$ cat config.mk
export PLATFORM = sky130hd
export DESIGN_NAME = register_query_link_engine
export DESIGN_NICKNAME = d
export VERILOG_FILES = /design/src/rqle_pkg.sv /design/src/rqle_front.sv /design/src/rqle_fifo.sv /design/src/rqle_back.sv /design/src/register_query_link_engine.sv
export SDC_FILE = /design/constraint.sdc
export NUM_CORES = 1
export LEC_CHECK = 0
export ABC_AREA = 1
export ABC_CLOCK_PERIOD_IN_PS = 6100
export BUFFER_PORTS_ARGS = -buffer_cell sky130_fd_sc_hd__buf_4
export CORE_ASPECT_RATIO = 0.8
export CORE_MARGIN = 3
export CORE_UTILIZATION = 25
export CTS_BUF_LIST = sky130_fd_sc_hd__clkbuf_16
export DETAILED_ROUTE_END_ITERATION = 10
export PLACE_DENSITY_LB_ADDON = 0.1
export SLEW_MARGIN = 10
export SYNTH_ARGS = -nofsm -noshare
export SYNTH_HDL_FRONTEND = slang
export SYNTH_SLANG_ARGS = --single-unit
$ cat constraint.sdc
create_clock -name clock -period 6.1 [get_ports clock]
set_input_delay 0.305 -clock clock [delete_from_list [all_inputs] [get_ports clock]]
set_output_delay 0.305 -clock clock [all_outputs]
set_load 0.005 [all_outputs]
$ cat src/rqle_pkg.sv
// ----------------------------------------------------------------------------
// rqle_pkg: shared types and constants of the register query link engine
// Operation, result and status codes, frame constants and the command record
// that the front end hands to the back end.
// ----------------------------------------------------------------------------
package rqle_pkg;

   // operation codes on the request side
   typedef enum logic [1:0] {
      OP_START = 2'd0,
      OP_RX    = 2'd1,
      OP_TICK  = 2'd2,
      OP_NONE  = 2'd3
   } op_type;

   // result kinds
   typedef enum logic [1:0] {
      KIND_TX   = 2'd0,
      KIND_ECHO = 2'd1,
      KIND_DONE = 2'd2
   } kind_type;

   // finish status codes
   typedef enum logic [1:0] {
      ST_OK        = 2'd0,
      ST_BAD_CHECK = 2'd1,
      ST_NAK       = 2'd2,
      ST_TIMEOUT   = 2'd3
   } status_type;

   // command forms carried through the queue
   typedef enum logic [1:0] {
      FORM_QUERY = 2'd0,
      FORM_ECHO  = 2'd1,
      FORM_DONE  = 2'd2
   } form_type;

   // configuration register indexes (paddr bit 2)
   localparam logic REG_MODE    = 1'b0;
   localparam logic REG_TIMEOUT = 1'b1;

   localparam int CSR_ADDR_W = 3;
   localparam logic [15:0] TIMEOUT_RESET = 16'd1000;

   // frame bytes
   localparam logic [7:0] HDR_S      = 8'h02;
   localparam logic [7:0] HDR_I      = 8'h03;
   localparam logic [7:0] CMD_I      = 8'h40;
   localparam logic [7:0] NAK_FIRST  = 8'h15;
   localparam logic [7:0] NAK_SECOND = 8'hEA;
   localparam logic [7:0] REG_SHORT6 = 8'h50;
   localparam logic [7:0] REG_SHORT4 = 8'h56;

   // reply lengths
   localparam logic [8:0] LEN_I      = 9'd12;
   localparam logic [8:0] LEN_S_LONG = 9'd18;
   localparam logic [8:0] LEN_S_6    = 9'd6;
   localparam logic [8:0] LEN_S_4    = 9'd4;

   // command queue
   localparam int QDEPTH = 4;
   localparam int QPTR_W = $clog2(QDEPTH);
   localparam int QCNT_W = QPTR_W + 1;

   typedef struct packed {
      form_type   form;
      logic       mode_i;
      logic [7:0] reg_id;
      logic [7:0] rx_byte;
      logic [8:0] rx_index;
      logic       has_done;
      status_type status;
      logic [8:0] count;
      logic [7:0] check;
   } cmd_type;

   typedef struct packed {
      logic full;
      logic empty;
   } qstat_type;

   typedef struct packed {
      kind_type   kind;
      logic [7:0] data_byte;
      logic [8:0] byte_index;
      status_type status;
      logic [8:0] received_count;
      logic [7:0] computed_check;
      logic       last;
   } rsp_type;

endpackage

$ cat src/rqle_front.sv
// ----------------------------------------------------------------------------
// rqle_front: request intake and query state
// Takes one request per cycle while the command queue has room, updates the
// query state and pushes a command for every request that yields results.
// ----------------------------------------------------------------------------
module rqle_front import rqle_pkg::*; (
   input  logic        clock,
   input  logic        reset,
   input  logic        req_tvalid,
   output logic        req_tready,
   input  logic [1:0]  req_tuser,   // operation
   input  logic [15:0] req_tdata,   // register_id [7:0], rx_byte [15:8]
   input  logic        protocol_mode,
   input  logic [15:0] timeout_ticks,
   input  qstat_type   qstat,
   output logic        push,
   output cmd_type     push_cmd
);

   logic       busy_ff,     busy_in;
   logic [8:0] rx_count_ff, rx_count_in;
   logic [8:0] exp_len_ff,  exp_len_in;
   logic [7:0] sum_ff,      sum_in;
   logic [7:0] first_ff,    first_in;
   logic [15:0] ticks_ff,   ticks_in;

   logic        accept;
   op_type      op;
   logic [7:0]  reg_id;
   logic [7:0]  rx;
   logic [8:0]  cnt_next;
   logic [8:0]  exp_eff;
   logic [7:0]  chk;
   logic [15:0] ticks_next;

   assign req_tready = !qstat.full;
   assign accept     = req_tvalid && req_tready;
   assign op         = op_type'(req_tuser);
   assign reg_id     = req_tdata[7:0];
   assign rx         = req_tdata[15:8];
   assign cnt_next   = rx_count_ff + 9'd1;
   assign exp_eff    = (protocol_mode && cnt_next == 9'd3) ? ({1'b0, rx} + 9'd2) : exp_len_ff;
   assign chk        = ~sum_ff;
   assign ticks_next = (ticks_ff != 16'hFFFF) ? ticks_ff + 16'd1 : ticks_ff;

   always_comb begin
      busy_in     = busy_ff;
      rx_count_in = rx_count_ff;
      exp_len_in  = exp_len_ff;
      sum_in      = sum_ff;
      first_in    = first_ff;
      ticks_in    = ticks_ff;
      push        = 1'b0;
      push_cmd    = '0;
      push_cmd.mode_i   = protocol_mode;
      push_cmd.reg_id   = reg_id;
      push_cmd.rx_byte  = rx;
      push_cmd.rx_index = rx_count_ff;
      push_cmd.count    = cnt_next;
      if (accept) begin
         case (op)
            OP_START: begin
               push          = 1'b1;
               push_cmd.form = FORM_QUERY;
               busy_in       = 1'b1;
               rx_count_in   = '0;
               sum_in        = '0;
               first_in      = '0;
               ticks_in      = '0;
               if (protocol_mode) begin
                  exp_len_in = LEN_I;
               end else if (reg_id == REG_SHORT6) begin
                  exp_len_in = LEN_S_6;
               end else if (reg_id == REG_SHORT4) begin
                  exp_len_in = LEN_S_4;
               end else begin
                  exp_len_in = LEN_S_LONG;
               end
            end
            OP_RX: begin
               if (busy_ff) begin
                  push          = 1'b1;
                  push_cmd.form = FORM_ECHO;
                  if (rx_count_ff == '0) begin
                     first_in = rx;
                  end
                  rx_count_in = cnt_next;
                  exp_len_in  = exp_eff;
                  sum_in      = sum_ff + rx;
                  if (cnt_next == 9'd2 && first_ff == NAK_FIRST && rx == NAK_SECOND) begin
                     push_cmd.has_done = 1'b1;
                     push_cmd.status   = ST_NAK;
                     busy_in           = 1'b0;
                  end else if (cnt_next >= exp_eff) begin
                     push_cmd.has_done = 1'b1;
                     push_cmd.status   = (chk == rx) ? ST_OK : ST_BAD_CHECK;
                     push_cmd.check    = chk;
                     busy_in           = 1'b0;
                  end
               end
            end
            OP_TICK: begin
               if (busy_ff) begin
                  ticks_in = ticks_next;
                  if (ticks_next >= timeout_ticks) begin
                     push              = 1'b1;
                     push_cmd.form     = FORM_DONE;
                     push_cmd.has_done = 1'b1;
                     push_cmd.status   = ST_TIMEOUT;
                     push_cmd.count    = rx_count_ff;
                     busy_in           = 1'b0;
                  end
               end
            end
            default: begin
               // unused code: drop
            end
         endcase
      end
   end

   always_ff @(posedge clock) begin
      if (reset) begin
         busy_ff     <= 1'b0;
         rx_count_ff <= '0;
         exp_len_ff  <= '0;
         sum_ff      <= '0;
         first_ff    <= '0;
         ticks_ff    <= '0;
      end else begin
         busy_ff     <= busy_in;
         rx_count_ff <= rx_count_in;
         exp_len_ff  <= exp_len_in;
         sum_ff      <= sum_in;
         first_ff    <= first_in;
         ticks_ff    <= ticks_in;
      end
   end

endmodule

$ cat src/rqle_fifo.sv
// ----------------------------------------------------------------------------
// rqle_fifo: command queue
// Short first-in first-out queue of commands between front and back end.
// ----------------------------------------------------------------------------
module rqle_fifo import rqle_pkg::*; (
   input  logic      clock,
   input  logic      reset,
   input  logic      push,
   input  cmd_type   push_cmd,
   input  logic      pop,
   output cmd_type   head,
   output qstat_type qstat
);

   cmd_type            entry_ff [QDEPTH];
   logic [QPTR_W-1:0]  wr_ptr_ff, wr_ptr_in;
   logic [QPTR_W-1:0]  rd_ptr_ff, rd_ptr_in;
   logic [QCNT_W-1:0]  count_ff,  count_in;
   logic               do_push;
   logic               do_pop;

   assign qstat.full  = (count_ff == QCNT_W'(QDEPTH));
   assign qstat.empty = (count_ff == '0);
   assign do_push     = push && !qstat.full;
   assign do_pop      = pop && !qstat.empty;
   assign head        = entry_ff[rd_ptr_ff];

   always_comb begin
      wr_ptr_in = do_push ? wr_ptr_ff + 1'b1 : wr_ptr_ff;
      rd_ptr_in = do_pop  ? rd_ptr_ff + 1'b1 : rd_ptr_ff;
      count_in  = count_ff + QCNT_W'(do_push) - QCNT_W'(do_pop);
   end

   always_ff @(posedge clock) begin
      if (do_push) begin
         entry_ff[wr_ptr_ff] <= push_cmd;
      end
   end

   always_ff @(posedge clock) begin
      if (reset) begin
         wr_ptr_ff <= '0;
         rd_ptr_ff <= '0;
         count_ff  <= '0;
      end else begin
         wr_ptr_ff <= wr_ptr_in;
         rd_ptr_ff <= rd_ptr_in;
         count_ff  <= count_in;
      end
   end

endmodule

$ cat src/rqle_back.sv
// ----------------------------------------------------------------------------
// rqle_back: result generation
// Expands each queued command into its results, one per cycle unless the
// result port stalls, into an output register.
// ----------------------------------------------------------------------------
module rqle_back import rqle_pkg::*; (
   input  logic      clock,
   input  logic      reset,
   input  cmd_type   head,
   input  qstat_type qstat,
   output logic      pop,
   output logic      rsp_tvalid,
   input  logic      rsp_tready,
   output rsp_type   rsp
);

   logic       valid_ff, valid_in;
   rsp_type    rsp_ff,   rsp_in;
   logic [1:0] step_ff,  step_in;
   logic [1:0] last_step;
   logic       load;
   rsp_type    cur;

   assign load       = !qstat.empty && (!valid_ff || rsp_tready);
   assign pop        = load && (step_ff == last_step);
   assign rsp_tvalid = valid_ff;
   assign rsp        = rsp_ff;

   // build the result at the current step
   always_comb begin
      cur       = '0;
      last_step = '0;
      case (head.form)
         FORM_QUERY: begin
            cur.kind       = KIND_TX;
            cur.byte_index = {7'd0, step_ff};
            if (head.mode_i) begin
               last_step = 2'd3;
               case (step_ff)
                  2'd0:    cur.data_byte = HDR_I;
                  2'd1:    cur.data_byte = CMD_I;
                  2'd2:    cur.data_byte = head.reg_id;
                  default: cur.data_byte = ~(HDR_I + CMD_I + head.reg_id);
               endcase
            end else begin
               last_step = 2'd2;
               case (step_ff)
                  2'd0:    cur.data_byte = HDR_S;
                  2'd1:    cur.data_byte = head.reg_id;
                  default: cur.data_byte = ~(HDR_S + head.reg_id);
               endcase
            end
         end
         FORM_ECHO: begin
            last_step = head.has_done ? 2'd1 : 2'd0;
            if (step_ff == 2'd0) begin
               cur.kind       = KIND_ECHO;
               cur.data_byte  = head.rx_byte;
               cur.byte_index = head.rx_index;
            end else begin
               cur.kind           = KIND_DONE;
               cur.status         = head.status;
               cur.received_count = head.count;
               cur.computed_check = head.check;
            end
         end
         default: begin
            cur.kind           = KIND_DONE;
            cur.status         = head.status;
            cur.received_count = head.count;
         end
      endcase
      cur.last = (step_ff == last_step);
   end

   always_comb begin
      valid_in = valid_ff;
      rsp_in   = rsp_ff;
      step_in  = step_ff;
      if (load) begin
         valid_in = 1'b1;
         rsp_in   = cur;
         step_in  = pop ? 2'd0 : step_ff + 2'd1;
      end else if (rsp_tready) begin
         valid_in = 1'b0;
      end
   end

   always_ff @(posedge clock) begin
      rsp_ff <= rsp_in;
   end

   always_ff @(posedge clock) begin
      if (reset) begin
         valid_ff <= 1'b0;
         step_ff  <= '0;
      end else begin
         valid_ff <= valid_in;
         step_ff  <= step_in;
      end
   end

endmodule

$ cat src/register_query_link_engine.sv
// ----------------------------------------------------------------------------
// register_query_link_engine: serial link register query engine
// Sends query frames, echoes reply bytes and reports the end of each query.
// ----------------------------------------------------------------------------
// The request side takes one item per cycle whenever the four-entry command
// queue has room; the front end settles all query state (reply length, byte
// count, running sum, tick count) in that same cycle. The back end emits one
// result per cycle from an output register unless the result port stalls;
// a start yields 3 results in mode S and 4 in mode I, a received byte
// during a query 1 or 2, and a tick 0 or 1. The result port is what sets the
// sustained rate; the queue absorbs short bursts of starts and lets the request
// side run while results wait to be taken. No clearing pass follows reset.
module register_query_link_engine import rqle_pkg::*; (
   input  logic                  clock,
   input  logic                  reset,
   // request stream
   input  logic                  req_tvalid,
   output logic                  req_tready,
   input  logic [1:0]            req_tuser,   // operation
   input  logic [15:0]           req_tdata,   // register_id [7:0], rx_byte [15:8]
   // result stream
   output logic                  rsp_tvalid,
   input  logic                  rsp_tready,
   output logic [1:0]            rsp_tuser,   // kind
   output logic                  rsp_tlast,
   // data_byte [7:0], byte_index [16:8], status [18:17],
   // received_count [27:19], computed_check [35:28], zero [39:36]
   output logic [39:0]           rsp_tdata,
   // configuration port
   input  logic                  csr_psel,
   input  logic                  csr_penable,
   input  logic                  csr_pwrite,
   input  logic [CSR_ADDR_W-1:0] csr_paddr,
   input  logic [31:0]           csr_pwdata,
   output logic [31:0]           csr_prdata,
   output logic                  csr_pready
);

   logic        mode_ff,    mode_in;
   logic [15:0] timeout_ff, timeout_in;
   logic        csr_write;

   logic        push;
   cmd_type     push_cmd;
   logic        pop;
   cmd_type     head;
   qstat_type   qstat;
   rsp_type     rsp;

   // configuration registers: write on the access phase of a transfer
   assign csr_pready = 1'b1;
   assign csr_write  = csr_psel && csr_penable && csr_pwrite && csr_pready;

   always_comb begin
      mode_in    = mode_ff;
      timeout_in = timeout_ff;
      if (csr_write) begin
         case (csr_paddr[2])
            REG_MODE:    mode_in    = csr_pwdata[0];
            REG_TIMEOUT: timeout_in = csr_pwdata[15:0];
            default:     mode_in    = mode_ff;
         endcase
      end
   end

   always_comb begin
      case (csr_paddr[2])
         REG_MODE:    csr_prdata = {31'd0, mode_ff};
         REG_TIMEOUT: csr_prdata = {16'd0, timeout_ff};
         default:     csr_prdata = '0;
      endcase
   end

   always_ff @(posedge clock) begin
      if (reset) begin
         mode_ff    <= 1'b0;
         timeout_ff <= TIMEOUT_RESET;
      end else begin
         mode_ff    <= mode_in;
         timeout_ff <= timeout_in;
      end
   end

   // front end: take requests, advance query state, queue commands
   rqle_front u_front (
      .clock         (clock),
      .reset         (reset),
      .req_tvalid    (req_tvalid),
      .req_tready    (req_tready),
      .req_tuser     (req_tuser),
      .req_tdata     (req_tdata),
      .protocol_mode (mode_ff),
      .timeout_ticks (timeout_ff),
      .qstat         (qstat),
      .push          (push),
      .push_cmd      (push_cmd)
   );

   // command queue between the two halves
   rqle_fifo u_fifo (
      .clock    (clock),
      .reset    (reset),
      .push     (push),
      .push_cmd (push_cmd),
      .pop      (pop),
      .head     (head),
      .qstat    (qstat)
   );

   // back end: expand each command into result transfers
   rqle_back u_back (
      .clock      (clock),
      .reset      (reset),
      .head       (head),
      .qstat      (qstat),
      .pop        (pop),
      .rsp_tvalid (rsp_tvalid),
      .rsp_tready (rsp_tready),
      .rsp        (rsp)
   );

   assign rsp_tuser = rsp.kind;
   assign rsp_tlast = rsp.last;
   assign rsp_tdata = {4'd0, rsp.computed_check, rsp.received_count, rsp.status,
                       rsp.byte_index, rsp.data_byte};

`ifndef SYNTHESIS
   // a finish result always closes the results of its request
   a_done_is_last: assert property (@(posedge clock) disable iff (reset)
      rsp_tvalid && rsp_tuser == KIND_DONE |-> rsp_tlast)
      else $error("finish result without last");

   // the back end never pops an empty queue
   a_pop_not_empty: assert property (@(posedge clock) disable iff (reset)
      pop |-> !qstat.empty)
      else $error("pop from empty command queue");

   // the queue can never be full and empty at once
   a_qstat_sane: assert property (@(posedge clock) disable iff (reset)
      !(qstat.full && qstat.empty))
      else $error("command queue both full and empty");

   // a transmit result carries no status, count or check
   a_tx_clean: assert property (@(posedge clock) disable iff (reset)
      rsp_tvalid && rsp_tuser == KIND_TX |-> rsp_tdata[39:17] == '0)
      else $error("transmit result with finish fields set");
`endif

endmodule
==> report_table.html, run 1 <==
<table>
<tr><th>Metric</th><th>Value</th></tr>
<tr><th colspan="2">Synthesis</th></tr>
<tr><td>Yosys warnings</td><td>0</td></tr>
<tr><td>Mapped Avg Cell Area</td><td>about 9.5 um^2</td></tr>
<tr><td>Area share of the largest cell type after synthesis</td><td>between 40% and 50%</td></tr>
<tr><td>Number of distinct standard cells referenced by the synthesized netlist</td><td>50</td></tr>
<tr><td>Share of synthesized area occupied by flip-flops and latches</td><td>about 58%</td></tr>
<tr><td>Largest cells by area after synthesis</td><td>sky130_fd_sc_hd__edfxtp_1 (47%), sky130_fd_sc_hd__dfxtp_1 (11%), sky130_fd_sc_hd__nand2_1 (7.4%)</td></tr>
<tr><td>Number of synthesized register bits</td><td>between 300 and 400</td></tr>
<tr><td>Summed instance area of the synthesized netlist</td><td>14,800 um^2</td></tr>
<tr><td>Cells after Synth</td><td>~1,600</td></tr>
<tr><td>Post-synthesis async set-or-reset flop share</td><td>0%</td></tr>
<tr><td>Area leader, netlist</td><td>sky130_fd_sc_hd__edfxtp_1</td></tr>
<tr><td>EDFF count, synth</td><td>roughly 230</td></tr>
<tr><td>Primary FF master, synth</td><td>sky130_fd_sc_hd__edfxtp_1</td></tr>
<tr><th colspan="2">Placed design</th></tr>
<tr><td>Buffers added on ports</td><td>roughly 100</td></tr>
<tr><td>RD Place Congestion</td><td>around 0.79</td></tr>
<tr><td>Post-detailed-placement half-perimeter wirelength</td><td>between 20,000 and 30,000 um</td></tr>
<tr><th colspan="2">Drt</th></tr>
<tr><td>Count of unresolved DRC violations after routing</td><td>0</td></tr>
<tr><td>First-pass DRT Iterations</td><td>5</td></tr>
<tr><td>Avg WL per Cell</td><td>16.8 um</td></tr>
<tr><td>ANT nets after route</td><td>0</td></tr>
<tr><td>Total Routed Length</td><td>41,600 um</td></tr>
<tr><td>Drt first-iter violations</td><td>634</td></tr>
<tr><td>Vias/cell</td><td>roughly 4.4</td></tr>
<tr><td>Detailed-route via count</td><td>~11,000</td></tr>
<tr><th colspan="2">Clock tree</th></tr>
<tr><td>Clock transition time at the flip-flop clock pins of the worst setup and hold paths</td><td>roughly 0.060 ns</td></tr>
<tr><td>CTS root buffer</td><td>sky130_fd_sc_hd__clkbuf_16</td></tr>
<tr><td>Setup Buffers After CTS</td><td>0</td></tr>
<tr><td>Clock tree from TritonCTS</td><td>done</td></tr>
<tr><td>Number of CTS-inserted buffers</td><td>39</td></tr>
<tr><td>Number of clock sinks</td><td>between 300 and 400</td></tr>
<tr><td>Latest clock arrival within the worst-skew pair</td><td>0.55 ns</td></tr>
<tr><td>Maximum buffer depth of the clock tree</td><td>3</td></tr>
<tr><td>Htree depth</td><td>2</td></tr>
<tr><th colspan="2">GRT</th></tr>
<tr><td>Global-route wire length before repair</td><td>about 65,000 um</td></tr>
<tr><td>GRT Total Usage</td><td>a little over an eighth</td></tr>
<tr><td>Total gr overflow</td><td>0</td></tr>
<tr><td>Initial antenna violation count</td><td>2</td></tr>
<tr><td>Via count of the first global-routing pass</td><td>between 10,000 and 15,000</td></tr>
<tr><td>Maximum number of pins on one net before global-route repair</td><td>between 60 and 70</td></tr>
<tr><th colspan="2">STA</th></tr>
<tr><td>Final worst hold slack</td><td>0.0534 ns</td></tr>
<tr><td>Setup-violating endpoint count in the final report</td><td>0</td></tr>
<tr><td>Period Utilization, post-route</td><td>~72%</td></tr>
<tr><td>Final critical delay including setup and external delays</td><td>around 4.4 ns</td></tr>
<tr><td>Highest clock rate</td><td>0.227 GHz</td></tr>
<tr><td>Number of pins exceeding their max-slew limit in the final report</td><td>0</td></tr>
<tr><td>Clock Skews</td><td>around 0.014 ns</td></tr>
<tr><td>Count of endpoints failing hold in the final timing report</td><td>0</td></tr>
<tr><td>Aggregate negative setup slack</td><td>0 ns</td></tr>
<tr><td>Transition time at the pin with the least slew margin</td><td>1.12 ns</td></tr>
<tr><td>Unrepaired setup endpoints after global routing</td><td>false</td></tr>
<tr><td>Headroom to the max-slew limit</td><td>between 20 and 30%</td></tr>
<tr><th colspan="2">Layout</th></tr>
<tr><td>Utilization after layout</td><td>30.3%</td></tr>
<tr><td>Seq. cell area</td><td>8540 um^2</td></tr>
<tr><td>Post-synthesis to final-layout area growth</td><td>19.4%</td></tr>
<tr><td>Number of inserted diodes</td><td>0</td></tr>
<tr><td>Layout cells sized above 1</td><td>approximately 12%</td></tr>
<tr><td>Area of combinational cells with multiple inputs</td><td>roughly 5400 um^2</td></tr>
<tr><td>Number of fill cells</td><td>~6,100</td></tr>
<tr><td>Net count, final</td><td>~1,800</td></tr>
<tr><th colspan="2">Power and ir drop</th></tr>
<tr><td>Power Density</td><td>353 nW/um^2</td></tr>
<tr><td>Clock share of power</td><td>a little over a third</td></tr>
<tr><td>Leakage power of the design</td><td>slightly below 7 nW</td></tr>
<tr><td>Combinational cell fraction of total power</td><td>between 20% and 30%</td></tr>
<tr><td>Switching Share</td><td>slightly above 30%</td></tr>
<tr><td>Reg power frac</td><td>about 42%</td></tr>
<tr><td>Switching Power</td><td>between 0.0015 and 0.002 W</td></tr>
<tr><td>Peak ir drop on the vdd network</td><td>approximately 0.00018 V</td></tr>
<tr><td>Internal power</td><td>0.00435 W</td></tr>
<tr><th colspan="2">Floorplanning</th></tr>
<tr><td>Die Area</td><td>just over 60,000 um^2</td></tr>
<tr><td>Floorplan die width</td><td>about 280 um</td></tr>
<tr><td>Std cell rows</td><td>just under 80</td></tr>
<tr><td>Initial core utilization</td><td>25.4%</td></tr>
<tr><td>Die Span Y</td><td>around 220 um</td></tr>
<tr><td>Total I/O pin count</td><td>roughly 140</td></tr>
<tr><td>Floorplan core area</td><td>~60,000 um^2</td></tr>
<tr><th colspan="2">Worst setup path</th></tr>
<tr><td>Reg-to-reg slack, setup</td><td>1.70 ns</td></tr>
<tr><td>Critical Path Fanout Max</td><td>48</td></tr>
<tr><td>Type of destination of the critical path</td><td>flip-flop</td></tr>
<tr><td>Category of the most critical setup path</td><td>flip-flop to flip-flop</td></tr>
<tr><td>Biggest cell delay along the critical path</td><td>about 0.66 ns</td></tr>
<tr><td>Series of cell instances along the critical path</td><td>ha_1 &gt; nand2_1 &gt; nor2_2 &gt; nand3_2 &gt; nor2_2 &gt; nand3_2 &gt; nor2_2 &gt; nor3_1 &gt; nor2_2 &gt; ha_1 &gt; nand2_1 &gt; nor2_1 &gt; nor3b_1 &gt; nand2_1 &gt; nand3_1 &gt; nand2_1 &gt; nand3_1 &gt; nand2_1 &gt; nor2_4 &gt; buf_4</td></tr>
<tr><td>Crit path max-delay cell type</td><td>sky130_fd_sc_hd__buf_4</td></tr>
<tr><td>Arrival time at the worst endpoint</td><td>4.56 ns</td></tr>
<tr><td>Required time worst endpoint</td><td>6.27 ns</td></tr>
<tr><td>Startpoint kind of the worst setup timing path</td><td>flip-flop</td></tr>
<tr><td>Most Frequent Cell on Critical Path</td><td>sky130_fd_sc_hd__nand2_1</td></tr>
<tr><th colspan="2">Worst hold path</th></tr>
<tr><td>Type of the tightest min-delay check</td><td>primary input to flip-flop</td></tr>
<tr><th colspan="2">Status</th></tr>
<tr><td>Result of the run</td><td>completed</td></tr>
<tr><th colspan="2">Flow run</th></tr>
<tr><td>Number of maximum-capacitance constraint violations</td><td>0</td></tr>
</table>
[placed cells by master (no fill, tap or decap), types with 3 or more instances in the layout]
master,instances
sky130_fd_sc_hd__a21oi_1,129
sky130_fd_sc_hd__buf_4,115
sky130_fd_sc_hd__bufinv_16,3
sky130_fd_sc_hd__clkbuf_16,41
sky130_fd_sc_hd__clkinv_1,13
sky130_fd_sc_hd__clkinv_2,4
sky130_fd_sc_hd__conb_1,21
sky130_fd_sc_hd__dfxtp_1,78
sky130_fd_sc_hd__dlygate4sd3_1,15
sky130_fd_sc_hd__edfxtp_1,231
sky130_fd_sc_hd__ha_1,56
sky130_fd_sc_hd__inv_1,148
sky130_fd_sc_hd__inv_2,6
sky130_fd_sc_hd__nand2_1,291
sky130_fd_sc_hd__nand2_2,11
sky130_fd_sc_hd__nand3_1,75
sky130_fd_sc_hd__nand3_2,5
sky130_fd_sc_hd__nand4_1,17
sky130_fd_sc_hd__nor2_1,204
sky130_fd_sc_hd__nor2_2,6
sky130_fd_sc_hd__nor2_4,5
sky130_fd_sc_hd__nor3_1,7
sky130_fd_sc_hd__o211ai_1,14
sky130_fd_sc_hd__o21a_1,3
sky130_fd_sc_hd__o21ai_0,131
sky130_fd_sc_hd__o21ai_1,5
sky130_fd_sc_hd__o22ai_1,10
sky130_fd_sc_hd__xnor2_1,5
sky130_fd_sc_hd__xor2_1,20
[power by group through the flow]
stage	combinational [W]	sequential, W	clock, W
floorplan	0.000981	0.00268	0
global placement	0.00139	0.00270	0
detailed placement	0.00138	0.00271	0
CTS	0.00140	0.00266	0.00232
global route	0.00155	0.00268	0.00240
finish	0.00136	0.00265	0.00224
[logic make-up after synthesis]
group                    count (synthesis)  share of synthesized area, %
AO/OA/AOI/OAI                          303                          10.9
XOR/XNOR                                25                          1.48
adder cells (fa/ha/maj)                 58                          5.00
buffers and inverters                  230                          6.84
flip-flops                             311                          57.6
other                                    2                        0.0507
AND/OR/NAND/NOR                        635                          18.1
[area by class of cell]
cell class	count	share of cell area, %
multi-input combinational	1042	30.4
sequential	311	48.3
tap	769	5.44
clock buffer	41	5.80
timing repair buffer	130	5.73
clock inverter	29	1.16
inverter	149	3.17
[sequential cells by signal, summed over array words and instances (netlist names), named ones only]
| name | count |
|---|---|
| u_fifo.entry_ff | 192 |
| u_front.rx_count_ff | 9 |
| u_back.rsp_tvalid | 1 |
| u_back.rsp | 39 |
| u_front.busy_ff | 1 |
| u_front.first_ff | 8 |
| u_front.exp_len_ff | 9 |
| u_back.step_ff | 2 |
| mode_ff | 1 |
| u_fifo.count_ff | 3 |
| timeout_ff | 16 |
| u_front.ticks_ff | 16 |
| u_fifo.rd_ptr_ff | 2 |
| u_fifo.wr_ptr_ff | 2 |
| u_front.sum_ff | 8 |
[timing repair]
item                                   in CTS  in global routing
hold buffers                               15                  0
endpoints found under the hold margin      40                  0
resized for setup                           0                  0
[cells in the mapped netlist, types with 7 or more instances]
cell type                  count
sky130_fd_sc_hd__a21oi_1     129
sky130_fd_sc_hd__nand2_1     291
sky130_fd_sc_hd__nand4_1      17
sky130_fd_sc_hd__o21ai_0     131
sky130_fd_sc_hd__o22ai_1      10
sky130_fd_sc_hd__nand3_1      75
sky130_fd_sc_hd__o211ai_1     14
sky130_fd_sc_hd__clkbuf_1     38
sky130_fd_sc_hd__nor3_1        7
sky130_fd_sc_hd__ha_1         56
sky130_fd_sc_hd__nor2_1      208
sky130_fd_sc_hd__buf_4        23
sky130_fd_sc_hd__edfxtp_1    231
sky130_fd_sc_hd__dfxtp_1      80
sky130_fd_sc_hd__buf_2        13
sky130_fd_sc_hd__inv_1       142
sky130_fd_sc_hd__nand2_2      11
sky130_fd_sc_hd__xor2_1       20
[critical path: cells and delay by family, from the launching register on]
family / cells / cell delay [ns]
adders and majority gates: 2 / 0.35
buffers and inverters: 1 / 0.66
DFF: 1 / 0.37
and+or+nand+nor: 17 / 2.56
[per-stage QoR]
| step | power, W | area [um^2] | worst slack, ns | cells |
|---|---|---|---|---|
| final | 0.00625 | 17700 | 1.70 | 2471 |
| after global routing | 0.00664 | 17700 | 1.24 | 2471 |
| after CTS | 0.00638 | 17700 | 1.61 | 2471 |
| after detailed placement | 0.00409 | 16300 | 1.65 | 2386 |
| after global placement | 0.00408 | 16300 | 1.67 | 2386 |
| after floorplan | 0.00366 | 14900 | 1.11 | 1583 |
[metal layers]
| metal | part of all wire [%] | GRT usage [%] | routed length (um) |
|---|---|---|---|
| met5 | 0.048 | 0 | 20 |
| met4 | 1.9 | 3.66 | 795 |
| met3 | 3.4 | 2.29 | 1420 |
| met2 | 44 | 20.8 | 18200 |
| met1 | 51 | 19.3 | 21200 |
[final timing paths]
path	from	end	cells past startpoint
min reg2reg	u_front.first_ff[3]	u_front.first_ff[3]	2
max	u_front.ticks_ff[0]	u_fifo.entry_ff[0][7]	20
min	csr_pwdata[11]	timeout_ff[11]	3
max reg2reg	u_front.ticks_ff[0]	u_fifo.entry_ff[0][7]	20
Note: power is estimated with default switching activity, not from simulation.
==> run 2, diff against run 1 <==
--- a/config.mk
+++ b/config.mk
@@ -6,7 +6,7 @@
 export NUM_CORES = 1
 export LEC_CHECK = 0
 export ABC_AREA = 1
-export ABC_CLOCK_PERIOD_IN_PS = 6100
+export ABC_CLOCK_PERIOD_IN_PS = 3800
 export BUFFER_PORTS_ARGS = -buffer_cell sky130_fd_sc_hd__buf_4
 export CORE_ASPECT_RATIO = 0.8
 export CORE_MARGIN = 3
==> constraint.sdc (replaced) <==
create_clock -name clock -period 3.8 [get_ports clock]
set_input_delay 0.19 -clock clock [delete_from_list [all_inputs] [get_ports clock]]
set_output_delay 0.19 -clock clock [all_outputs]
set_load 0.005 [all_outputs]
==> run 2 against run 1 <==
  * Count of clock-buffer cells in the layout stayed put
  * Via count increased by 1.5%
  * Sequential share of layout area decreased by 1.7 points
  * Critical endpoint is now u_fifo.entry_ff[0][6]
==> report_table.html, run 2 (same netlist as run 1, synthesis figures left out) <==
<table>
<tr><th>Metric</th><th>Value</th></tr>
<tr><th colspan="2">STA</th></tr>
<tr><td>Unrepaired setup endpoints after global routing</td><td>true</td></tr>
<tr><td>Number of pins exceeding their max-slew limit in the final report</td><td>0 (unchanged)</td></tr>
<tr><td>Transition time at the pin with the least slew margin</td><td>0.957 ns (-0.159 ns)</td></tr>
<tr><td>Period Utilization, post-route</td><td>92.7% (+21 points)</td></tr>
<tr><td>Aggregate negative setup slack</td><td>0 ns (unchanged)</td></tr>
<tr><td>Final critical delay including setup and external delays</td><td>3.52 ns (-0.875 ns)</td></tr>
<tr><td>Highest clock rate</td><td>0.284 GHz (+25%)</td></tr>
<tr><td>Headroom to the max-slew limit</td><td>36.0% (+11 points)</td></tr>
<tr><td>Clock Skews</td><td>0.0219 ns (+0.00769 ns)</td></tr>
<tr><td>Count of endpoints failing hold in the final timing report</td><td>0 (unchanged)</td></tr>
<tr><td>Setup-violating endpoint count in the final report</td><td>0 (unchanged)</td></tr>
<tr><th colspan="2">GRT</th></tr>
<tr><td>Peak-usage layer in the global routing report</td><td>met2</td></tr>
<tr><td>Initial antenna violation count</td><td>1 (-1)</td></tr>
<tr><td>Met1 global-route usage</td><td>19.7% (+0.39 points)</td></tr>
<tr><td>Global-route wire length before repair</td><td>65,400 um (+1.2%)</td></tr>
<tr><td>Maximum number of pins on one net before global-route repair</td><td>47 (-24%)</td></tr>
<tr><td>GRT Total Usage</td><td>13.5% (+0.12 points)</td></tr>
<tr><td>Total gr overflow</td><td>0 (unchanged)</td></tr>
<tr><td>GR met2 Demand/Resource</td><td>20.7% (about the same)</td></tr>
<tr><td>Met3 routing resource usage after global routing</td><td>2.72% (+0.43 points)</td></tr>
<tr><td>Via count of the first global-routing pass</td><td>10,800 (+0.89%)</td></tr>
<tr><th colspan="2">Worst setup path</th></tr>
<tr><td>Critical Path Fanout Max</td><td>9 (-81%)</td></tr>
<tr><td>Type of destination of the critical path</td><td>flip-flop</td></tr>
<tr><td>Required time worst endpoint</td><td>4.12 ns (-2.15 ns)</td></tr>
<tr><td>Startpoint kind of the worst setup timing path</td><td>flip-flop</td></tr>
<tr><td>Worst reg2reg path startpoint</td><td>u_front.rx_count_ff[0]</td></tr>
<tr><td>Worst reg2reg path depth</td><td>19 (-5.0%)</td></tr>
<tr><td>Reg-to-reg slack, setup</td><td>0.28 ns (-1.42 ns)</td></tr>
<tr><td>Capture point of the worst reg-to-reg path</td><td>u_fifo.entry_ff[0][6]</td></tr>
<tr><td>Category of the most critical setup path</td><td>flip-flop to flip-flop</td></tr>
<tr><td>Arrival time at the worst endpoint</td><td>3.84 ns (-0.72 ns)</td></tr>
<tr><th colspan="2">Power and ir drop</th></tr>
<tr><td>Peak ir drop on the vdd network</td><td>0.000251 V (+42%)</td></tr>
<tr><td>Power Density</td><td>548 nW/um^2 (+55%)</td></tr>
<tr><td>Leakage power of the design</td><td>7.27 nW (+5.0%)</td></tr>
<tr><th colspan="2">Status</th></tr>
<tr><td>Result of the run</td><td>completed</td></tr>
<tr><th colspan="2">Clock tree</th></tr>
<tr><td>Htree depth</td><td>2 (unchanged)</td></tr>
<tr><td>Number of clock sinks</td><td>311 (unchanged)</td></tr>
<tr><td>Clock tree from TritonCTS</td><td>done</td></tr>
<tr><td>Latest clock arrival within the worst-skew pair</td><td>0.56 ns (about the same)</td></tr>
<tr><td>Clock transition time at the flip-flop clock pins of the worst setup and hold paths</td><td>0.06 ns (about the same)</td></tr>
<tr><td>CTS root buffer</td><td>sky130_fd_sc_hd__clkbuf_16</td></tr>
<tr><td>Maximum buffer depth of the clock tree</td><td>3 (unchanged)</td></tr>
<tr><td>Number of CTS-inserted buffers</td><td>38 (-2.6%)</td></tr>
<tr><th colspan="2">Drt</th></tr>
<tr><td>Vias/cell</td><td>4.36 (-0.87%)</td></tr>
<tr><td>Avg WL per Cell</td><td>16.6 um (-1.2%)</td></tr>
<tr><td>Detailed-route via count</td><td>11,000 (+1.5%)</td></tr>
<tr><td>Total Routed Length</td><td>42,100 um (+1.1%)</td></tr>
<tr><td>Drt first-iter violations</td><td>601 (-5.2%)</td></tr>
<tr><td>ANT nets after route</td><td>0 (unchanged)</td></tr>
<tr><td>Count of unresolved DRC violations after routing</td><td>0 (unchanged)</td></tr>
<tr><td>First-pass DRT Iterations</td><td>5 (unchanged)</td></tr>
<tr><th colspan="2">Floorplanning</th></tr>
<tr><td>Die Area</td><td>62,200 um^2 (unchanged)</td></tr>
<tr><td>Std cell rows</td><td>79 (unchanged)</td></tr>
<tr><td>Floorplan die width</td><td>278 um (unchanged)</td></tr>
<tr><td>Die Span Y</td><td>224 um (unchanged)</td></tr>
<tr><td>Total I/O pin count</td><td>138 (unchanged)</td></tr>
<tr><td>Initial core utilization</td><td>25.4% (unchanged)</td></tr>
<tr><td>Floorplan core area</td><td>58,400 um^2 (unchanged)</td></tr>
<tr><th colspan="2">Layout</th></tr>
<tr><td>Number of inserted diodes</td><td>0 (unchanged)</td></tr>
<tr><td>Post-synthesis to final-layout area growth</td><td>23.7%</td></tr>
<tr><td>Most frequent cells in the layout</td><td>sky130_fd_sc_hd__nand2_1 (290), sky130_fd_sc_hd__edfxtp_1 (231), sky130_fd_sc_hd__nor2_1 (200)</td></tr>
<tr><td>Layout cells sized above 1</td><td>15.2% (+2.9 points)</td></tr>
<tr><td>Utilization after layout</td><td>31.4% (+1.1 points)</td></tr>
<tr><td>Number of fill cells</td><td>5,995 (-1.4%)</td></tr>
<tr><td>Most common library cell in the layout ignoring fill and taps</td><td>sky130_fd_sc_hd__nand2_1</td></tr>
<tr><td>Top reg by flops</td><td>u_fifo.entry_ff</td></tr>
<tr><td>Flip-flop count of the largest register, all copies and words added</td><td>192 (unchanged)</td></tr>
<tr><td>Final std cell area, no fill</td><td>18,300 um^2 (+3.6%)</td></tr>
<tr><td>Net count, final</td><td>1,849 (+3.2%)</td></tr>
<tr><th colspan="2">Placed design</th></tr>
<tr><td>Buffers added on ports</td><td>98 (unchanged)</td></tr>
<tr><td>Post-detailed-placement half-perimeter wirelength</td><td>28,700 um (+5.3%)</td></tr>
<tr><td>Placed Area</td><td>16,700 um^2 (+2.5%)</td></tr>
<tr><td>RD Place Congestion</td><td>0.812 (+2.9%)</td></tr>
<tr><th colspan="2">Worst hold path</th></tr>
<tr><td>Type of the tightest min-delay check</td><td>primary input to flip-flop</td></tr>
<tr><td>Worst hold path startpoint</td><td>rsp_tready</td></tr>
<tr><td>Min-Delay Path Depth</td><td>4 (+1)</td></tr>
<tr><td>Hold-critical path endpoint</td><td>u_back.rsp_tvalid</td></tr>
<tr><th colspan="2">Flow run</th></tr>
<tr><td>Number of maximum-capacitance constraint violations</td><td>0 (unchanged)</td></tr>
</table>
run 2: changes by cell type in the layout (fill, tap and decap cells not counted), moves of 3 or more:
cell	before	now
sky130_fd_sc_hd__buf_12	0	9
sky130_fd_sc_hd__clkinv_1	13	7
sky130_fd_sc_hd__dlygate4sd3_1	15	32
sky130_fd_sc_hd__nor2_4	5	8
sky130_fd_sc_hd__inv_1	148	152
sky130_fd_sc_hd__buf_4	115	148
sky130_fd_sc_hd__clkinv_2	4	9
sky130_fd_sc_hd__nor2_1	204	200
run 2: how the worst max path moves through the flow:
stage | from | endpoint | slack (ns) | cells after the start
after global placement | u_front.ticks_ff[1] | u_fifo.count_ff[2] | 0.08 | 25
after CTS | u_front.ticks_ff[1] | u_fifo.count_ff[2] | 0.04 | 25
after global routing | u_front.rx_count_ff[0] | u_fifo.entry_ff[0][6] | -0.07 | 19
after detailed placement | u_front.ticks_ff[1] | u_fifo.count_ff[2] | 0.06 | 25
after floorplan | u_front.ticks_ff[0] | u_fifo.entry_ff[0][0] | -0.43 | 18
final | u_front.rx_count_ff[0] | u_fifo.entry_ff[0][6] | 0.28 | 19
run 2: timing repair:
action | in CTS | in global routing
endpoints found under the setup margin | 0 | 258
hold buffers | 32 | 0
buffers inserted | 0 | 3
endpoints found under the hold margin | 89 | 0
gates resized for setup | 0 | 18
run 2: layout make-up:
class / count / area, um^2 / area share, %
tap: 769 / 962 / 5.25
sequential: 311 / 8550 / 46.6
inverter: 149 / 562 / 3.06
timing repair buffer: 189 / 1610 / 8.79
clock inverter: 29 / 176 / 0.962
clock buffer: 41 / 1030 / 5.60
multi-input combinational: 1042 / 5450 / 29.7
run 2: layer usage:
layer  wire, um  up-vias
met1      21600     5249
met4        659        0
met2      18300      149
met5          0        -
li1           -     5588
met3       1560       52
run 2: through the flow:
stage / setup slack [ns] / total power (W) / cells / hold WS [ns]
6_report: 0.279 / 0.0100 / 2530 / 0.0505
2_1_floorplan: -0.431 / 0.00586 / 1583 / 0.289
3_5_place_dp: 0.0564 / 0.00663 / 2425 / 0.413
3_3_place_gp: 0.0754 / 0.00663 / 2425 / 0.411
4_1_cts: 0.0448 / 0.0103 / 2527 / 0.0225
5_1_grt: -0.0711 / 0.0107 / 2530 / 0.0518
run 2: where the power goes:
part	internal (W)	leakage (nW)	switching (W)
combinational	0.000834	3.85	0.00148
clock	0.00207	0.633	0.00146
sequential	0.00406	2.79	0.000145
total	0.00696	7.27	0.00308
run 2: worst max-delay path, stage by stage (launching register included):
cell                       delay (ns)
sky130_fd_sc_hd__dfxtp_1         0.38
sky130_fd_sc_hd__ha_1            0.25
sky130_fd_sc_hd__nand3_2         0.12
sky130_fd_sc_hd__nor2_2          0.12
sky130_fd_sc_hd__nand2_1         0.07
sky130_fd_sc_hd__nand2_2         0.10
sky130_fd_sc_hd__nand2_4         0.07
sky130_fd_sc_hd__nor2_8          0.15
sky130_fd_sc_hd__nand3_4         0.14
sky130_fd_sc_hd__o21ai_0         0.26
sky130_fd_sc_hd__inv_1           0.08
sky130_fd_sc_hd__ha_1            0.32
sky130_fd_sc_hd__nand2_1         0.08
sky130_fd_sc_hd__nor2_1          0.14
sky130_fd_sc_hd__nand2_1         0.06
sky130_fd_sc_hd__nor2_1          0.09
sky130_fd_sc_hd__nor3_1          0.07
sky130_fd_sc_hd__buf_4           0.14
sky130_fd_sc_hd__nand3b_2        0.32
sky130_fd_sc_hd__nor2_1          0.34
==> run 3, diff against run 2 <==
--- a/config.mk
+++ b/config.mk
@@ -6,7 +6,7 @@
 export NUM_CORES = 1
 export LEC_CHECK = 0
 export ABC_AREA = 1
-export ABC_CLOCK_PERIOD_IN_PS = 3800
+export ABC_CLOCK_PERIOD_IN_PS = 3400
 export BUFFER_PORTS_ARGS = -buffer_cell sky130_fd_sc_hd__buf_4
 export CORE_ASPECT_RATIO = 0.8
 export CORE_MARGIN = 3
==> constraint.sdc (replaced) <==
create_clock -name clock -period 3.4 [get_ports clock]
set_input_delay 0.17 -clock clock [delete_from_list [all_inputs] [get_ports clock]]
set_output_delay 0.17 -clock clock [all_outputs]
set_load 0.005 [all_outputs]
==> run 3 against run 2 <==
  * The flow now finishes with violations (negative setup slack)
  * Sequential share of layout area decreased by 3.3 points
  * Worst hold slack gained 0.026 ns
  * Sequential power increased by 11%
  * Core utilization is 2.4 points higher
  * Non-clock buffer count increased by 100
  * Clock skew fell by 0.0020 ns
  * Critical path depth increased by 4
  * Critical endpoint is now u_fifo.entry_ff[3][32]
==> report_table.html, run 3 (same netlist as run 1, synthesis figures left out) <==
<table>
<tr><th>Metric</th><th>Value</th></tr>
<tr><th colspan="2">Status</th></tr>
<tr><td>Result of the run</td><td>finished, violations left</td></tr>
<tr><td>Violated checks</td><td>negative setup slack</td></tr>
<tr><th colspan="2">Drt</th></tr>
<tr><td>Count of unresolved DRC violations after routing</td><td>0 (unchanged)</td></tr>
<tr><td>Detailed-route via count</td><td>11,500 (+3.8%)</td></tr>
<tr><td>First-pass DRT Iterations</td><td>5 (unchanged)</td></tr>
<tr><td>Avg WL per Cell</td><td>17.0 um (+2.0%)</td></tr>
<tr><td>Total Routed Length</td><td>44,500 um (+5.8%)</td></tr>
<tr><td>Drt first-iter violations</td><td>597 (-0.67%)</td></tr>
<tr><td>Vias/cell</td><td>4.36 (about the same)</td></tr>
<tr><td>ANT nets after route</td><td>0 (unchanged)</td></tr>
<tr><th colspan="2">Layout</th></tr>
<tr><td>Number of inserted diodes</td><td>0 (unchanged)</td></tr>
<tr><td>Top reg by flops</td><td>u_fifo.entry_ff</td></tr>
<tr><td>Most frequent cells in the layout</td><td>sky130_fd_sc_hd__nand2_1 (281), sky130_fd_sc_hd__edfxtp_1 (231), sky130_fd_sc_hd__buf_4 (214)</td></tr>
<tr><td>Layout cells sized above 1</td><td>21.1% (+5.9 points)</td></tr>
<tr><td>Net count, final</td><td>1,949 (+5.4%)</td></tr>
<tr><td>Most common library cell in the layout ignoring fill and taps</td><td>sky130_fd_sc_hd__nand2_1</td></tr>
<tr><td>Final std cell area, no fill</td><td>19,700 um^2 (+7.6%)</td></tr>
<tr><td>Number of fill cells</td><td>6,042 (+0.78%)</td></tr>
<tr><td>Post-synthesis to final-layout area growth</td><td>33.1%</td></tr>
<tr><td>Flip-flop count of the largest register, all copies and words added</td><td>192 (unchanged)</td></tr>
<tr><th colspan="2">Floorplanning</th></tr>
<tr><td>Floorplan core area</td><td>58,400 um^2 (unchanged)</td></tr>
<tr><td>Die Span Y</td><td>224 um (unchanged)</td></tr>
<tr><td>Std cell rows</td><td>79 (unchanged)</td></tr>
<tr><td>Die Area</td><td>62,200 um^2 (unchanged)</td></tr>
<tr><td>Initial core utilization</td><td>25.4% (unchanged)</td></tr>
<tr><td>Floorplan die width</td><td>278 um (unchanged)</td></tr>
<tr><td>Total I/O pin count</td><td>138 (unchanged)</td></tr>
<tr><th colspan="2">GRT</th></tr>
<tr><td>Global-route wire length before repair</td><td>67,400 um (+3.1%)</td></tr>
<tr><td>Via count of the first global-routing pass</td><td>11,300 (+4.7%)</td></tr>
<tr><td>Maximum number of pins on one net before global-route repair</td><td>61 (+30%)</td></tr>
<tr><td>Initial antenna violation count</td><td>2 (+1)</td></tr>
<tr><td>GRT Total Usage</td><td>14.0% (+0.47 points)</td></tr>
<tr><td>Total gr overflow</td><td>0 (unchanged)</td></tr>
<tr><td>Met3 routing resource usage after global routing</td><td>2.34% (-0.38 points)</td></tr>
<tr><td>GR met2 Demand/Resource</td><td>22.0% (+1.3 points)</td></tr>
<tr><td>Met1 global-route usage</td><td>19.9% (+0.29 points)</td></tr>
<tr><td>Peak-usage layer in the global routing report</td><td>met2</td></tr>
<tr><th colspan="2">STA</th></tr>
<tr><td>Count of endpoints failing hold in the final timing report</td><td>0 (unchanged)</td></tr>
<tr><td>Clock Skews</td><td>0.0199 ns (-0.00200 ns)</td></tr>
<tr><td>Number of pins exceeding their max-slew limit in the final report</td><td>0 (unchanged)</td></tr>
<tr><td>Final worst hold slack</td><td>0.0769 ns (+0.0264 ns)</td></tr>
<tr><td>Final critical delay including setup and external delays</td><td>3.50 ns (-0.0205 ns)</td></tr>
<tr><td>Setup-violating endpoint count in the final report</td><td>138 (+138)</td></tr>
<tr><td>Headroom to the max-slew limit</td><td>42.7% (+6.7 points)</td></tr>
<tr><td>Transition time at the pin with the least slew margin</td><td>0.858 ns (-0.0986 ns)</td></tr>
<tr><td>Unrepaired setup endpoints after global routing</td><td>true</td></tr>
<tr><td>Highest clock rate</td><td>0.286 GHz (+0.59%)</td></tr>
<tr><td>Period Utilization, post-route</td><td>103% (+10 points)</td></tr>
<tr><td>Final setup margin</td><td>-0.100 ns (-0.379 ns)</td></tr>
<tr><th colspan="2">Clock tree</th></tr>
<tr><td>Maximum buffer depth of the clock tree</td><td>3 (unchanged)</td></tr>
<tr><td>Number of CTS-inserted buffers</td><td>38 (unchanged)</td></tr>
<tr><td>Clock tree from TritonCTS</td><td>done</td></tr>
<tr><td>CTS root buffer</td><td>sky130_fd_sc_hd__clkbuf_16</td></tr>
<tr><td>Clock transition time at the flip-flop clock pins of the worst setup and hold paths</td><td>0.06 ns (about the same)</td></tr>
<tr><td>Htree depth</td><td>2 (unchanged)</td></tr>
<tr><td>Latest clock arrival within the worst-skew pair</td><td>0.55 ns (about the same)</td></tr>
<tr><td>Number of clock sinks</td><td>311 (unchanged)</td></tr>
<tr><th colspan="2">Worst setup path</th></tr>
<tr><td>Worst reg2reg path depth</td><td>23 (+4)</td></tr>
<tr><td>Startpoint kind of the worst setup timing path</td><td>flip-flop</td></tr>
<tr><td>Required time worst endpoint</td><td>3.65 ns (-0.47 ns)</td></tr>
<tr><td>Critical Path Fanout Max</td><td>7 (-2)</td></tr>
<tr><td>Arrival time at the worst endpoint</td><td>3.75 ns (-0.09 ns)</td></tr>
<tr><td>Category of the most critical setup path</td><td>flip-flop to flip-flop</td></tr>
<tr><td>Type of destination of the critical path</td><td>flip-flop</td></tr>
<tr><th colspan="2">Power and ir drop</th></tr>
<tr><td>Power Density</td><td>578 nW/um^2 (+5.5%)</td></tr>
<tr><td>Switching Share</td><td>30.0% (-0.69 points)</td></tr>
<tr><td>Clock share of power</td><td>35.4% (+0.3 points)</td></tr>
<tr><td>Switching Power</td><td>0.00342 W (+11%)</td></tr>
<tr><td>Peak ir drop on the vdd network</td><td>0.000317 V (+26%)</td></tr>
<tr><td>Internal power</td><td>0.00798 W (+15%)</td></tr>
<tr><td>Reg power frac</td><td>41.1% (-0.7 points)</td></tr>
<tr><td>Combinational cell fraction of total power</td><td>23.6% (+0.5 points)</td></tr>
<tr><td>Leakage power of the design</td><td>7.95 nW (+9.3%)</td></tr>
<tr><th colspan="2">Worst hold path</th></tr>
<tr><td>Type of the tightest min-delay check</td><td>primary input to flip-flop</td></tr>
<tr><td>Min-Delay Path Depth</td><td>3 (-1)</td></tr>
<tr><th colspan="2">Placed design</th></tr>
<tr><td>RD Place Congestion</td><td>0.825 (+1.6%)</td></tr>
<tr><td>Buffers added on ports</td><td>98 (unchanged)</td></tr>
<tr><td>Post-detailed-placement half-perimeter wirelength</td><td>29,100 um (+1.4%)</td></tr>
<tr><td>Placed Area</td><td>17,200 um^2 (+2.9%)</td></tr>
<tr><th colspan="2">Flow run</th></tr>
<tr><td>Number of maximum-capacitance constraint violations</td><td>0 (unchanged)</td></tr>
</table>
## run 3: cell count changes in the layout (fill, tap and decap cells not counted), sizes merged
cell	change
buf	+92
dlygate4sd3	+1
clkinvlp	+1
bufinv	+3
clkbuf	+5
clkinv	-6
## run 3: repair_timing
item,4_1_cts,5_1_grt
buffers inserted,22,12
hold buffers,33,0
gates cloned,8,7
endpoints found under the setup margin,222,280
pin swaps,18,21
endpoints found under the hold margin,90,0
gates resized for setup,39,56
## run 3: cell type report
class	instances	area (um^2)	area share, %
multi-input combinational	1042	5630	28.6
inverter	149	562	2.85
sequential	311	8550	43.3
tap	769	962	4.88
clock inverter	27	251	1.28
timing repair buffer	289	2790	14.1
clock buffer	39	976	4.95
## run 3: layer usage
metal / part of all wire (%) / up-vias
li1: - / 5802
met3: 3.8 / 53
met4: 1.6 / 4
met2: 45 / 169
met1: 50 / 5432
met5: 0.049 / -
## run 3: final timing paths
| kind | startpoint | endpoint | slack (ns) |
|---|---|---|---|
| worst max-delay path | u_front.ticks_ff[0] | u_fifo.entry_ff[3][32] | -0.10 |
| worst min-delay path | csr_penable | mode_ff | 0.08 |
| worst max register to register | u_front.ticks_ff[0] | u_fifo.entry_ff[3][32] | -0.10 |
| worst min register to register | u_front.first_ff[1] | u_front.first_ff[1] | 0.46 |
## run 3: power by group through the flow
| stage | registers [W] | clock network, W | logic [W] |
|---|---|---|---|
| global route | 0.00473 | 0.00434 | 0.00302 |
| detailed placement | 0.00477 | 0 | 0.00262 |
| finish | 0.00468 | 0.00403 | 0.00269 |
| global placement | 0.00476 | 0 | 0.00262 |
| CTS | 0.00469 | 0.00419 | 0.00273 |
| floorplan | 0.00479 | 0 | 0.00177 |
## run 3: metrics by stage
stage                     instances  power, W  setup TNS, ns  setup WS, ns  util, %
after floorplan                1583   0.00656         -10.08       -0.0695        -
after global placement         2483   0.00738          -8.68       -0.0961     29.4
after detailed placement       2483   0.00739         -14.55        -0.126     29.4
after CTS                      2611    0.0116          -8.67        -0.139     33.0
after global routing           2626    0.0121         -55.46        -0.315     33.8
final                          2626    0.0114          -5.53        -0.100     33.8
## run 3: worst max-delay path, stage by stage (launching register included)
cell	delay, ns
sky130_fd_sc_hd__dfxtp_4	0.36
sky130_fd_sc_hd__ha_4	0.14
sky130_fd_sc_hd__nand2_4	0.06
sky130_fd_sc_hd__nor2_4	0.13
sky130_fd_sc_hd__nand3_4	0.10
sky130_fd_sc_hd__nor2_4	0.14
sky130_fd_sc_hd__buf_6	0.12
sky130_fd_sc_hd__nand3_4	0.06
sky130_fd_sc_hd__nor2_4	0.15
sky130_fd_sc_hd__nor2_2	0.06
sky130_fd_sc_hd__xor2_2	0.15
sky130_fd_sc_hd__ha_1	0.31
sky130_fd_sc_hd__nand3_2	0.10
sky130_fd_sc_hd__nor3_4	0.23
sky130_fd_sc_hd__nand2_2	0.10
sky130_fd_sc_hd__nand3_4	0.11
sky130_fd_sc_hd__nand2_4	0.06
sky130_fd_sc_hd__nand3_4	0.07
sky130_fd_sc_hd__nand2_4	0.06
sky130_fd_sc_hd__buf_6	0.14
sky130_fd_sc_hd__nor2_4	0.14
sky130_fd_sc_hd__buf_12	0.13
sky130_fd_sc_hd__clkbuf_16	0.14
sky130_fd_sc_hd__buf_8	0.13
